<file path="config.mk">
export PLATFORM = sky130hd
export DESIGN_NAME = bytecode_qstr_rewriter_unit
export DESIGN_NICKNAME = d
export VERILOG_FILES = /design/src/sv/brq_pkg.sv /design/src/sv/brq_front.sv /design/src/sv/brq_queue.sv /design/src/sv/brq_back.sv /design/src/sv/bytecode_qstr_rewriter_unit.sv
export SDC_FILE = /design/constraint.sdc
export NUM_CORES = 2
export LEC_CHECK = 0
export ABC_AREA = 1
export BUFFER_PORTS_ARGS = -buffer_cell sky130_fd_sc_hd__buf_2
export CAP_MARGIN = 20
export CORE_UTILIZATION = 34
export CTS_BUF_LIST = sky130_fd_sc_hd__clkbuf_16
export DETAILED_ROUTE_END_ITERATION = 8
export PLACE_DENSITY_LB_ADDON = 0.25
export SYNTH_ARGS = -nofsm -noshare
export SYNTH_HDL_FRONTEND = slang
export SYNTH_SLANG_ARGS = --single-unit
</file>
<file path="constraint.sdc">
create_clock -name i_clk -period 6.9 [get_ports i_clk]
set_input_delay 0.345 -clock i_clk [delete_from_list [all_inputs] [get_ports i_clk]]
set_output_delay 0.345 -clock i_clk [all_outputs]
set_load 0.005 [all_outputs]
</file>
<file path="src/sv/brq_pkg.sv">
// Shared types, constants and helpers of the bytecode string-reference rewriter.
// No dependencies; every other file of the block imports this package.
package brq_pkg;

    localparam int WINDOW_MAX_DEF = 32;
    localparam int QUEUE_DEPTH    = 4;

    localparam logic [31:0] FORMAT_TABLE = 32'h0000_03A4;
    localparam logic [7:0]  EXTRA_MASK   = 8'h9E;
    localparam logic [7:0]  VARINT_DATA  = 8'h7F;
    localparam logic [7:0]  VARINT_MORE  = 8'h80;

    // operand formats
    localparam logic [1:0] FMT_NONE   = 2'd0;
    localparam logic [1:0] FMT_QSTR   = 2'd1;
    localparam logic [1:0] FMT_VARINT = 2'd2;
    localparam logic [1:0] FMT_OFFSET = 2'd3;

    // error codes
    localparam logic [1:0] ERR_NONE  = 2'd0;
    localparam logic [1:0] ERR_RANGE = 2'd1;
    localparam logic [1:0] ERR_ZERO  = 2'd2;

    // result kinds
    localparam logic KIND_CODE = 1'b0;
    localparam logic KIND_CHAR = 1'b1;

    // configuration register indexes
    localparam logic [1:0] CFG_OUT_LIMIT    = 2'd0;
    localparam logic [1:0] CFG_STATIC_COUNT = 2'd1;
    localparam logic [1:0] CFG_WINDOW_SIZE  = 2'd2;

    typedef struct packed {
        logic [1:0] err;
        logic       done;
        logic       send;
        logic       kind;
        logic [7:0] data;
    } t_result;

    // one accepted byte yields up to two results
    typedef struct packed {
        logic [1:0] cnt;
        t_result    r1;
        t_result    r0;
    } t_entry;

    function automatic logic [1:0] fmt_of(input logic [7:0] op);
        logic [31:0] sh;
        sh = FORMAT_TABLE >> {op[7:4], 1'b0};
        return sh[1:0];
    endfunction

endpackage

</file>
<file path="src/sv/brq_front.sv">
// Front end: accepts stream bytes, parses operations, keeps the string window
// and the region counters, and produces queue entries. Depends on brq_pkg.
module brq_front import brq_pkg::*; #(
    parameter int WINDOW_MAX = WINDOW_MAX_DEF
) (
    input  logic        i_clk,
    input  logic        i_rst_n,
    input  logic        i_valid,
    input  logic [7:0]  i_byte,
    output logic        o_ready,
    input  logic        i_full,
    output logic        o_push,
    output t_entry      o_entry,
    input  logic        i_cfg_valid,
    input  logic [1:0]  i_cfg_index,
    input  logic [15:0] i_cfg_data
);

    localparam int WS_W  = $clog2(WINDOW_MAX + 1);
    localparam int CMP_W = (WS_W > 7) ? WS_W : 7;
    localparam int IDX_W = (WINDOW_MAX > 1) ? $clog2(WINDOW_MAX) : 1;

    localparam logic [3:0] PH_OPCODE  = 4'd0;
    localparam logic [3:0] PH_VARUINT = 4'd1;
    localparam logic [3:0] PH_OFF1    = 4'd2;
    localparam logic [3:0] PH_OFF2    = 4'd3;
    localparam logic [3:0] PH_XCOUNT  = 4'd4;
    localparam logic [3:0] PH_XCOPY   = 4'd5;
    localparam logic [3:0] PH_QVAR    = 4'd6;
    localparam logic [3:0] PH_QSTATIC = 4'd7;
    localparam logic [3:0] PH_QCHARS  = 4'd8;

    logic [3:0]  r_phase, n_phase;
    logic [7:0]  r_op, n_op;
    logic [7:0]  r_copy, n_copy;
    logic [7:0]  r_acc, n_acc;
    logic [6:0]  r_chars, n_chars;
    logic [15:0] r_dyn, n_dyn;
    logic [14:0] r_ec, n_ec;
    logic [14:0] r_limit, n_limit;
    logic [15:0] r_static, n_static;
    logic [5:0]  r_wsize, n_wsize;
    logic [15:0] r_win [WINDOW_MAX];
    logic [15:0] n_win [WINDOW_MAX];

    logic             accept, active;
    logic [7:0]       acc_new;
    logic [CMP_W-1:0] ws, idx;
    logic             hit, do_hit, do_new;
    logic [15:0]      hit_n, new_n;
    logic             want_code, want_idx, want_char;
    logic [7:0]       code_byte;
    logic [15:0]      idx_n, idx_v;
    logic [1:0]       idx_err;
    logic             e0, e1;
    logic [14:0]      ec_a, ec_b;
    logic [7:0]       op_now;
    logic             after_xcount;

    assign o_ready = !i_full;
    assign accept  = i_valid && o_ready;
    // idle at an opcode boundary once the region is complete: drop the byte
    assign active  = accept && !(r_phase == PH_OPCODE && r_ec >= r_limit);

    assign ws = (CMP_W'(r_wsize) > CMP_W'(WINDOW_MAX)) ? CMP_W'(WINDOW_MAX) : CMP_W'(r_wsize);
    assign acc_new = {r_acc[0], i_byte[6:0]};
    assign idx     = CMP_W'(acc_new[7:1]);
    assign hit     = idx < ws;
    assign hit_n   = hit ? r_win[idx[IDX_W-1:0]] : 16'd0;
    assign new_n   = r_static + r_dyn;
    // opcode that owns the current operand: the incoming byte at an opcode boundary
    assign op_now  = (r_phase == PH_OPCODE) ? i_byte : r_op;
    assign after_xcount = (fmt_of(op_now) != FMT_QSTR) && ((op_now & EXTRA_MASK) == 8'd0);

    always_comb begin
        n_phase   = r_phase;
        n_op      = r_op;
        n_copy    = r_copy;
        n_acc     = r_acc;
        n_chars   = r_chars;
        n_dyn     = r_dyn;
        n_limit   = r_limit;
        n_static  = r_static;
        n_wsize   = r_wsize;
        want_code = 1'b0;
        want_idx  = 1'b0;
        want_char = 1'b0;
        code_byte = i_byte;
        idx_n     = 16'd0;
        idx_err   = ERR_NONE;
        do_hit    = 1'b0;
        do_new    = 1'b0;
        if (active) begin
            case (r_phase)
                PH_OPCODE: begin
                    n_op      = i_byte;
                    want_code = 1'b1;
                    case (fmt_of(i_byte))
                        FMT_NONE:   n_phase = PH_OPCODE;
                        FMT_QSTR: begin
                            n_acc   = 8'd0;
                            n_phase = PH_QVAR;
                        end
                        FMT_VARINT: n_phase = PH_VARUINT;
                        default:    n_phase = PH_OFF1;
                    endcase
                end
                PH_VARUINT: begin
                    want_code = 1'b1;
                    if ((i_byte & VARINT_MORE) == 8'd0) begin
                        n_phase = PH_OPCODE;
                    end
                end
                PH_OFF1: begin
                    want_code = 1'b1;
                    n_phase   = PH_OFF2;
                end
                PH_OFF2: begin
                    want_code = 1'b1;
                    n_phase   = PH_OPCODE;
                end
                PH_XCOUNT: begin
                    want_code = 1'b1;
                    n_copy    = i_byte;
                    n_phase   = (i_byte != 8'd0) ? PH_XCOPY : PH_OPCODE;
                end
                PH_XCOPY: begin
                    want_code = 1'b1;
                    n_copy    = r_copy - 8'd1;
                    if (r_copy == 8'd1) begin
                        n_phase = PH_OPCODE;
                    end
                end
                PH_QVAR: begin
                    n_acc = acc_new;
                    if ((i_byte & VARINT_MORE) == 8'd0) begin
                        if (acc_new == 8'd0) begin
                            n_phase = PH_QSTATIC;
                        end else if (acc_new[0]) begin
                            want_idx = 1'b1;
                            do_hit   = hit;
                            idx_n    = hit_n;
                            idx_err  = !hit ? ERR_RANGE
                                     : (hit_n == 16'd0) ? ERR_ZERO : ERR_NONE;
                            n_phase  = PH_OPCODE;
                        end else begin
                            want_idx = 1'b1;
                            do_new   = (ws != '0);
                            idx_n    = new_n;
                            idx_err  = (new_n == 16'd0) ? ERR_ZERO : ERR_NONE;
                            n_dyn    = r_dyn + 16'd1;
                            n_chars  = acc_new[7:1];
                            n_phase  = PH_QCHARS;
                        end
                    end
                end
                PH_QSTATIC: begin
                    want_idx = 1'b1;
                    idx_n    = {8'd0, i_byte};
                    idx_err  = (i_byte == 8'd0) ? ERR_ZERO : ERR_NONE;
                    n_phase  = PH_OPCODE;
                end
                PH_QCHARS: begin
                    want_char = 1'b1;
                    n_chars   = r_chars - 7'd1;
                    if (r_chars == 7'd1) begin
                        n_phase = PH_OPCODE;
                    end
                end
                default: n_phase = PH_OPCODE;
            endcase
            // an operand that ends here may still owe an extra-byte count
            if (n_phase == PH_OPCODE && (r_phase == PH_OPCODE || r_phase == PH_VARUINT
                                         || r_phase == PH_OFF2) && after_xcount) begin
                n_phase = PH_XCOUNT;
            end
        end
        // configuration writes must only arrive while the block is idle; the block itself does not enforce this
        if (i_cfg_valid) begin
            case (i_cfg_index)
                CFG_OUT_LIMIT: begin
                    n_limit = i_cfg_data[14:0];
                    n_phase = PH_OPCODE;
                end
                CFG_STATIC_COUNT: n_static = i_cfg_data;
                CFG_WINDOW_SIZE:  n_wsize  = i_cfg_data[5:0];
                default: ;
            endcase
        end
    end

    // move-to-front window update
    always_comb begin
        for (int k = 0; k < WINDOW_MAX; k++) begin
            n_win[k] = r_win[k];
        end
        if (do_hit) begin
            n_win[0] = hit_n;
            for (int k = 1; k < WINDOW_MAX; k++) begin
                if (CMP_W'(k) <= idx) begin
                    n_win[k] = r_win[k-1];
                end
            end
        end else if (do_new) begin
            n_win[0] = new_n;
            for (int k = 1; k < WINDOW_MAX; k++) begin
                if (CMP_W'(k) < ws) begin
                    n_win[k] = r_win[k-1];
                end
            end
        end
    end

    // region byte budget
    assign idx_v = idx_n - 16'd1;
    assign e0    = (want_code || want_idx) && (r_ec < r_limit);
    assign ec_a  = r_ec + {14'd0, e0};
    assign e1    = want_idx && (ec_a < r_limit);
    assign ec_b  = ec_a + {14'd0, e1};

    always_comb begin
        n_ec = ec_b;
        if (i_cfg_valid && i_cfg_index == CFG_OUT_LIMIT) begin
            n_ec = 15'd0;
        end
    end

    always_comb begin
        o_entry = '0;
        if (want_char) begin
            o_entry.cnt       = 2'd1;
            o_entry.r0.data   = i_byte;
            o_entry.r0.kind   = KIND_CHAR;
            o_entry.r0.send   = (r_chars == 7'd1);
            o_entry.r0.done   = 1'b0;
            o_entry.r0.err    = ERR_NONE;
        end else begin
            o_entry.cnt       = {1'b0, e0} + {1'b0, e1};
            o_entry.r0.data   = want_idx ? idx_v[7:0] : code_byte;
            o_entry.r0.kind   = KIND_CODE;
            o_entry.r0.send   = 1'b0;
            o_entry.r0.done   = (r_ec + 15'd1) == r_limit;
            o_entry.r0.err    = want_idx ? idx_err : ERR_NONE;
            o_entry.r1.data   = idx_v[15:8];
            o_entry.r1.kind   = KIND_CODE;
            o_entry.r1.send   = 1'b0;
            o_entry.r1.done   = (ec_a + 15'd1) == r_limit;
            o_entry.r1.err    = idx_err;
        end
    end

    assign o_push = active && (o_entry.cnt != 2'd0);

    always_ff @(posedge i_clk) begin
        if (!i_rst_n) begin
            r_phase  <= PH_OPCODE;
            r_op     <= 8'd0;
            r_copy   <= 8'd0;
            r_acc    <= 8'd0;
            r_chars  <= 7'd0;
            r_dyn    <= 16'd0;
            r_ec     <= 15'd0;
            r_limit  <= 15'd0;
            r_static <= 16'd0;
            r_wsize  <= 6'd0;
            for (int k = 0; k < WINDOW_MAX; k++) begin
                r_win[k] <= 16'd0;
            end
        end else begin
            r_phase  <= n_phase;
            r_op     <= n_op;
            r_copy   <= n_copy;
            r_acc    <= n_acc;
            r_chars  <= n_chars;
            r_dyn    <= n_dyn;
            r_ec     <= n_ec;
            r_limit  <= n_limit;
            r_static <= n_static;
            r_wsize  <= n_wsize;
            for (int k = 0; k < WINDOW_MAX; k++) begin
                r_win[k] <= n_win[k];
            end
        end
    end

endmodule

</file>
<file path="src/sv/brq_queue.sv">
// Short entry queue between the parse front end and the output back end.
// Depends on brq_pkg for the entry type.
module brq_queue import brq_pkg::*; #(
    parameter int DEPTH = QUEUE_DEPTH
) (
    input  logic   i_clk,
    input  logic   i_rst_n,
    input  logic   i_push,
    input  t_entry i_entry,
    output logic   o_full,
    input  logic   i_pop,
    output logic   o_valid,
    output t_entry o_entry
);

    localparam int PTR_W = (DEPTH > 1) ? $clog2(DEPTH) : 1;
    localparam int CNT_W = $clog2(DEPTH + 1);

    t_entry           r_mem [DEPTH];
    logic [PTR_W-1:0] r_wr, r_rd;
    logic [CNT_W-1:0] r_cnt;
    logic             push_ok, pop_ok;

    assign o_full  = (r_cnt == CNT_W'(DEPTH));
    assign o_valid = (r_cnt != '0);
    assign o_entry = r_mem[r_rd];
    assign push_ok = i_push && !o_full;
    assign pop_ok  = i_pop && o_valid;

    always_ff @(posedge i_clk) begin
        if (push_ok) begin
            r_mem[r_wr] <= i_entry;
        end
    end

    always_ff @(posedge i_clk) begin
        if (!i_rst_n) begin
            r_wr  <= '0;
            r_rd  <= '0;
            r_cnt <= '0;
        end else begin
            if (push_ok) begin
                r_wr <= (r_wr == PTR_W'(DEPTH - 1)) ? '0 : r_wr + 1'b1;
            end
            if (pop_ok) begin
                r_rd <= (r_rd == PTR_W'(DEPTH - 1)) ? '0 : r_rd + 1'b1;
            end
            r_cnt <= r_cnt + CNT_W'(push_ok) - CNT_W'(pop_ok);
        end
    end

endmodule

</file>
<file path="src/sv/brq_back.sv">
// Back end: splits queue entries into single results and holds them in the
// output register until the receiver takes them. Depends on brq_pkg.
module brq_back import brq_pkg::*; (
    input  logic    i_clk,
    input  logic    i_rst_n,
    input  logic    i_valid,
    input  t_entry  i_entry,
    output logic    o_pop,
    output logic    o_valid,
    output t_result o_result,
    input  logic    i_ready
);

    logic    r_valid;
    t_result r_res;
    logic    r_sel;
    logic    load, last;

    assign load     = !r_valid || i_ready;
    assign last     = r_sel || (i_entry.cnt == 2'd1);
    assign o_pop    = load && i_valid && last;
    assign o_valid  = r_valid;
    assign o_result = r_res;

    always_ff @(posedge i_clk) begin
        if (load && i_valid) begin
            r_res <= r_sel ? i_entry.r1 : i_entry.r0;
        end
    end

    always_ff @(posedge i_clk) begin
        if (!i_rst_n) begin
            r_valid <= 1'b0;
            r_sel   <= 1'b0;
        end else if (load) begin
            r_valid <= i_valid;
            if (i_valid) begin
                r_sel <= !last;
            end
        end
    end

endmodule

</file>
<file path="src/sv/bytecode_qstr_rewriter_unit.sv">
// Top level of the bytecode string-reference rewriter.
// Instantiates brq_front, brq_queue and brq_back; depends on brq_pkg.
//
// Usage:
//  - s_axis carries one byte of the serialised operation stream per
//    transaction. m_axis carries result items: relocated code bytes
//    (tuser kind 0) and characters of new pool strings (tuser kind 1).
//  - The configuration channel writes out_limit (index 0), the static string
//    count (index 1) and the window size (index 2). Write only while idle;
//    writing out_limit starts a new region. The channel is always ready.
//  - Path: the results of an accepted byte are written into the queue and
//    from there loaded into the output register.
//  - Throughput: one byte per cycle; a string reference emits up to two index
//    bytes, which leave the output one after the other. The output register
//    drains one result per cycle while the receiver is ready, and the four-entry
//    queue absorbs the difference; s_axis_tready drops only when that queue is full.
//  - Once a region is complete at an opcode boundary, bytes are taken and
//    dropped until out_limit is written again.
//  - Reset clears all parse state, the string window and the counters; with
//    out_limit at zero the block drops input until configured.
//  - When the receiver stalls, the output register holds its result, the
//    queue fills, and then s_axis_tready falls.
module bytecode_qstr_rewriter_unit import brq_pkg::*; #(
    parameter int WINDOW_MAX = WINDOW_MAX_DEF
) (
    input  logic        i_clk,
    input  logic        i_rst_n,
    input  logic        s_axis_tvalid,
    output logic        s_axis_tready,
    input  logic [7:0]  s_axis_tdata,   // [7:0] in_byte
    output logic        m_axis_tvalid,
    input  logic        m_axis_tready,
    output logic [15:0] m_axis_tdata,   // [7:0] out_byte, [9:8] error, rest zero
    output logic [1:0]  m_axis_tuser,   // [0] kind, [1] string_end
    output logic        m_axis_tlast,   // region_done
    input  logic        i_cfg_valid,
    output logic        o_cfg_ready,
    input  logic [1:0]  i_cfg_index,
    input  logic [15:0] i_cfg_data
);

    t_entry  front_entry, queue_entry;
    t_result out_res;
    logic    push, full, queue_valid, pop;
    logic    cfg_wr;

    // accept configuration in every cycle
    assign o_cfg_ready = 1'b1;
    assign cfg_wr      = i_cfg_valid && o_cfg_ready;

    brq_front #(.WINDOW_MAX(WINDOW_MAX)) u_front (
        .i_clk       (i_clk),
        .i_rst_n     (i_rst_n),
        .i_valid     (s_axis_tvalid),
        .i_byte      (s_axis_tdata),
        .o_ready     (s_axis_tready),
        .i_full      (full),
        .o_push      (push),
        .o_entry     (front_entry),
        .i_cfg_valid (cfg_wr),
        .i_cfg_index (i_cfg_index),
        .i_cfg_data  (i_cfg_data)
    );

    brq_queue #(.DEPTH(QUEUE_DEPTH)) u_queue (
        .i_clk   (i_clk),
        .i_rst_n (i_rst_n),
        .i_push  (push),
        .i_entry (front_entry),
        .o_full  (full),
        .i_pop   (pop),
        .o_valid (queue_valid),
        .o_entry (queue_entry)
    );

    brq_back u_back (
        .i_clk    (i_clk),
        .i_rst_n  (i_rst_n),
        .i_valid  (queue_valid),
        .i_entry  (queue_entry),
        .o_pop    (pop),
        .o_valid  (m_axis_tvalid),
        .o_result (out_res),
        .i_ready  (m_axis_tready)
    );

    // pack the result fields onto the stream
    assign m_axis_tdata = {6'd0, out_res.err, out_res.data};
    assign m_axis_tuser = {out_res.send, out_res.kind};
    assign m_axis_tlast = out_res.done;

endmodule
</file>
==> flow_metrics.env <==
export IMPL_drc=0
export IMPL_grt_ovfl_total=0
export IMPL_initial_utilization=0.343
export IMPL_fin_ws_ps=730
export IMPL_via_per_inst=5.07
export IMPL_htreeDepth=3
export IMPL_rsz0062_at_grt="no"
export IMPL_min_period_ps=6170
export IMPL_vias=32900
export IMPL_power_density_nw_per_um2=266
export IMPL_cts_setup_buffers=0
export IMPL_critical_path_max_stage_delay_ps=350
export IMPL_grt_antenna_before_repair=4
export IMPL_pre_cts_ws_ps=371
export IMPL_setup_violations=0
export IMPL_drive_gt1_frac=0.0664
export IMPL_cp_required_ps=7460
export IMPL_holdPathEnd="u_front.r_static[13]$_SDFFE_PN0P_"
export IMPL_syn_instance_count=5093
export IMPL_die_y_um=330
export IMPL_wl_per_cell_um=18.1
export IMPL_place_hpwl_um=76600
export IMPL_drtPass1Iterations=7
export IMPL_yosys_register_bits=733
export IMPL_regToRegSetupSlack_ps=730
export IMPL_tightest_slew_ps=1000
export IMPL_crit_path_top_delay_cell="ha_1"
export IMPL_fp_dieArea_um2=109000
export IMPL_status="complete, no violations"
export IMPL_crit_path_end_kind="flop"
export IMPL_power_leakage_nw=15.8
export IMPL_cts_root_buf="clkbuf_16"
export IMPL_synth_compound_area_frac=0.213
export IMPL_fillCellCount=11300
export IMPL_cts_buffer_depth=3
export IMPL_synth_top_family_by_area="compound AO/OA/AOI/OAI gates"
export IMPL_min_path_type="primary input to flop"
export IMPL_clk_latency_ps=650
export IMPL_reg2reg_to="u_front.r_ec[14]$_SDFF_PP0_"
export IMPL_r2r_start="u_front.r_limit[6]$_SDFFE_PN0P_"
export IMPL_setup_worst_path_start_class="flop"
export IMPL_synth_edf_count=133
export IMPL_cts_sinks=733
export IMPL_syn_area_per_cell_um2=7.20
export IMPL_yosysWarnings=0
export IMPL_fin_nets=5123
export IMPL_fmax_mhz=162
export IMPL_hold_viol_final=0
export IMPL_drtAntennaViolNets=0
export IMPL_num_rows=120
export IMPL_grt_first_pass_wirelength_um=181000
export IMPL_clk_pin_slew_ps=60
export IMPL_final_cell_mix="952 x nand2_1, 662 x inv_1, 638 x a21oi_1"
export IMPL_grt_pass1_vias=30700
export IMPL_wl_um=118000
export IMPL_cts_buffers=84
export IMPL_yosysSeqAreaShare=0.436
export IMPL_port_buffers=45
export IMPL_holdPathStages=3
export IMPL_syn_to_final_growth_pct=11.0
export IMPL_critPathMostFrequentCell="inv_1"
export IMPL_fin_crit_sh=0.894
export IMPL_worst_setup_path_type="flop to flop"
export IMPL_synth_cell_types=64
export IMPL_relSlewSlack=0.331
export IMPL_reg2reg_depth=41
export IMPL_maxCapViolations=0
export IMPL_peakVddDrop_mv=0.171
export IMPL_grt_use_total=0.212
export IMPL_synthAdderAreaFrac=0.0250
export IMPL_mappedNetlistArea_um2=36700
export IMPL_cts_tree="done"
export IMPL_gp_congestion=0.896
export IMPL_die_w_um=330
export IMPL_synth_ff_type="dfxtp_1"
export IMPL_synth_simple_area_share=0.201
export IMPL_grt_max_degree=197
export IMPL_synthXorXnorAreaFrac=0.0155
export IMPL_io_pins=53
export IMPL_finClkSkew_ps=21.4
export IMPL_cp_arrival_ps=6730
export IMPL_worstSetupStartpoint="u_front.r_limit[6]$_SDFFE_PN0P_"
export IMPL_slew_violations=0
export IMPL_setup_tns_ps=0
export IMPL_n_antenna_cell=0
export IMPL_coreArea_um2=107000
export IMPL_hp_start="i_cfg_data[13]"
export IMPL_crit_fanout=5
export IMPL_async_flop_share=0
export IMPL_final_common_cell="nand2_1"
export IMPL_whs_ps=55.5
export IMPL_synthMuxAreaShare=0
export IMPL_drtIter0Drc=2962
==> per-layer routing <==
metal,share of wire,global-route usage
met5,0,0
met4,0.032,0.0726
met1,0.46,0.289
met2,0.45,0.346
met3,0.054,0.0267
==> where the power goes <==
part           internal (mW)  switching, mW
clock network           2.57           1.88
logic                  0.518           1.20
registers               4.57         0.0759
==> kinds of logic (layout without fill, tap and decap cells) <==
group           after synthesis  after routing
xor+xnor                     64             64
fa+ha+maj                    72             72
buf+inv                     961            953
simple gates               1777           1777
compound gates             1484           1484
flops                       733            733
other cells                   2              7
==> final cells by class <==
cell class | instances | area [um^2] | area share
well taps | 1403 | 1760 | 0.0431
flip-flops and latches | 733 | 16000 | 0.393
multi-input cells | 3404 | 16700 | 0.411
repair buffers | 135 | 1020 | 0.0251
clock buffers | 86 | 2150 | 0.0529
inverters | 662 | 2490 | 0.0612
clock inverters | 70 | 556 | 0.0136
==> through the flow <==
stage	power (mW)	instances	util	area (um^2)
floorplan	5.85	5098	-	36700
global placement	6.43	6326	0.354	37900
detailed placement	6.44	6326	0.354	37900
CTS	10.9	6490	0.380	40700
global route	11.3	6493	0.380	40700
finish	10.8	6493	0.380	40700
==> critical path: cells and delay by family (launching register included) <==
| kind | cells | cell delay [ps] |
|---|---|---|
| AO/OA/AOI/OAI | 8 | 1290 |
| AND/OR/NAND/NOR | 18 | 2200 |
| buffers and inverters | 9 | 970 |
| flip-flops | 1 | 340 |
| adder cells (fa/ha/maj) | 6 | 1290 |
==> repair_timing <==
action,4_1_cts,5_1_grt
hold buffers,8,0
setup endpoints to repair,0,3
resized for setup,0,5
endpoints found under the hold margin,8,0
==> cells in the mapped netlist (47+ instances only) <==
| cell | number | area, um^2 |
|---|---|---|
| edfxtp_1 | 133 | 3990 |
| nand2_1 | 952 | 3570 |
| inv_1 | 644 | 2420 |
| dfxtp_1 | 600 | 12000 |
| buf_2 | 109 | 546 |
| nor2_1 | 456 | 1710 |
| ha_1 | 70 | 876 |
| o21ai_0 | 615 | 3080 |
| clkbuf_1 | 124 | 465 |
| xor2_1 | 47 | 412 |
| a21oi_1 | 639 | 3200 |
| o21ai_1 | 88 | 440 |
| nand3_1 | 240 | 1200 |
==> registers in the layout, indices dropped and copies added, names as in the netlist, 4 cells and up, named ones only <==
register and cells:
u_front.r_static 16, u_front.r_ec 15, u_back.o_result 13, u_front.r_op 5
u_front.r_copy 8, u_front.r_dyn 16, u_front.r_phase 4, u_front.r_wsize 6
u_front.r_chars 7, u_front.r_win 512, u_queue.r_mem 104, u_front.r_limit 15
==> how the worst max path moves through the flow <==
stage | slack, ps | cells after the start | endpoint
detailed placement | 370 | 36 | u_queue.r_cnt[2]$_SDFF_PN0_
floorplan | 910 | 31 | u_queue.r_mem[0][0]$_DFFE_PP_
CTS | 340 | 36 | u_queue.r_cnt[2]$_SDFF_PN0_
global placement | 440 | 37 | u_queue.r_cnt[2]$_SDFF_PN0_
global route | 50 | 41 | u_front.r_ec[14]$_SDFF_PP0_
finish | 730 | 41 | u_front.r_ec[14]$_SDFF_PP0_
Note: power is estimated with default switching activity, not from simulation.
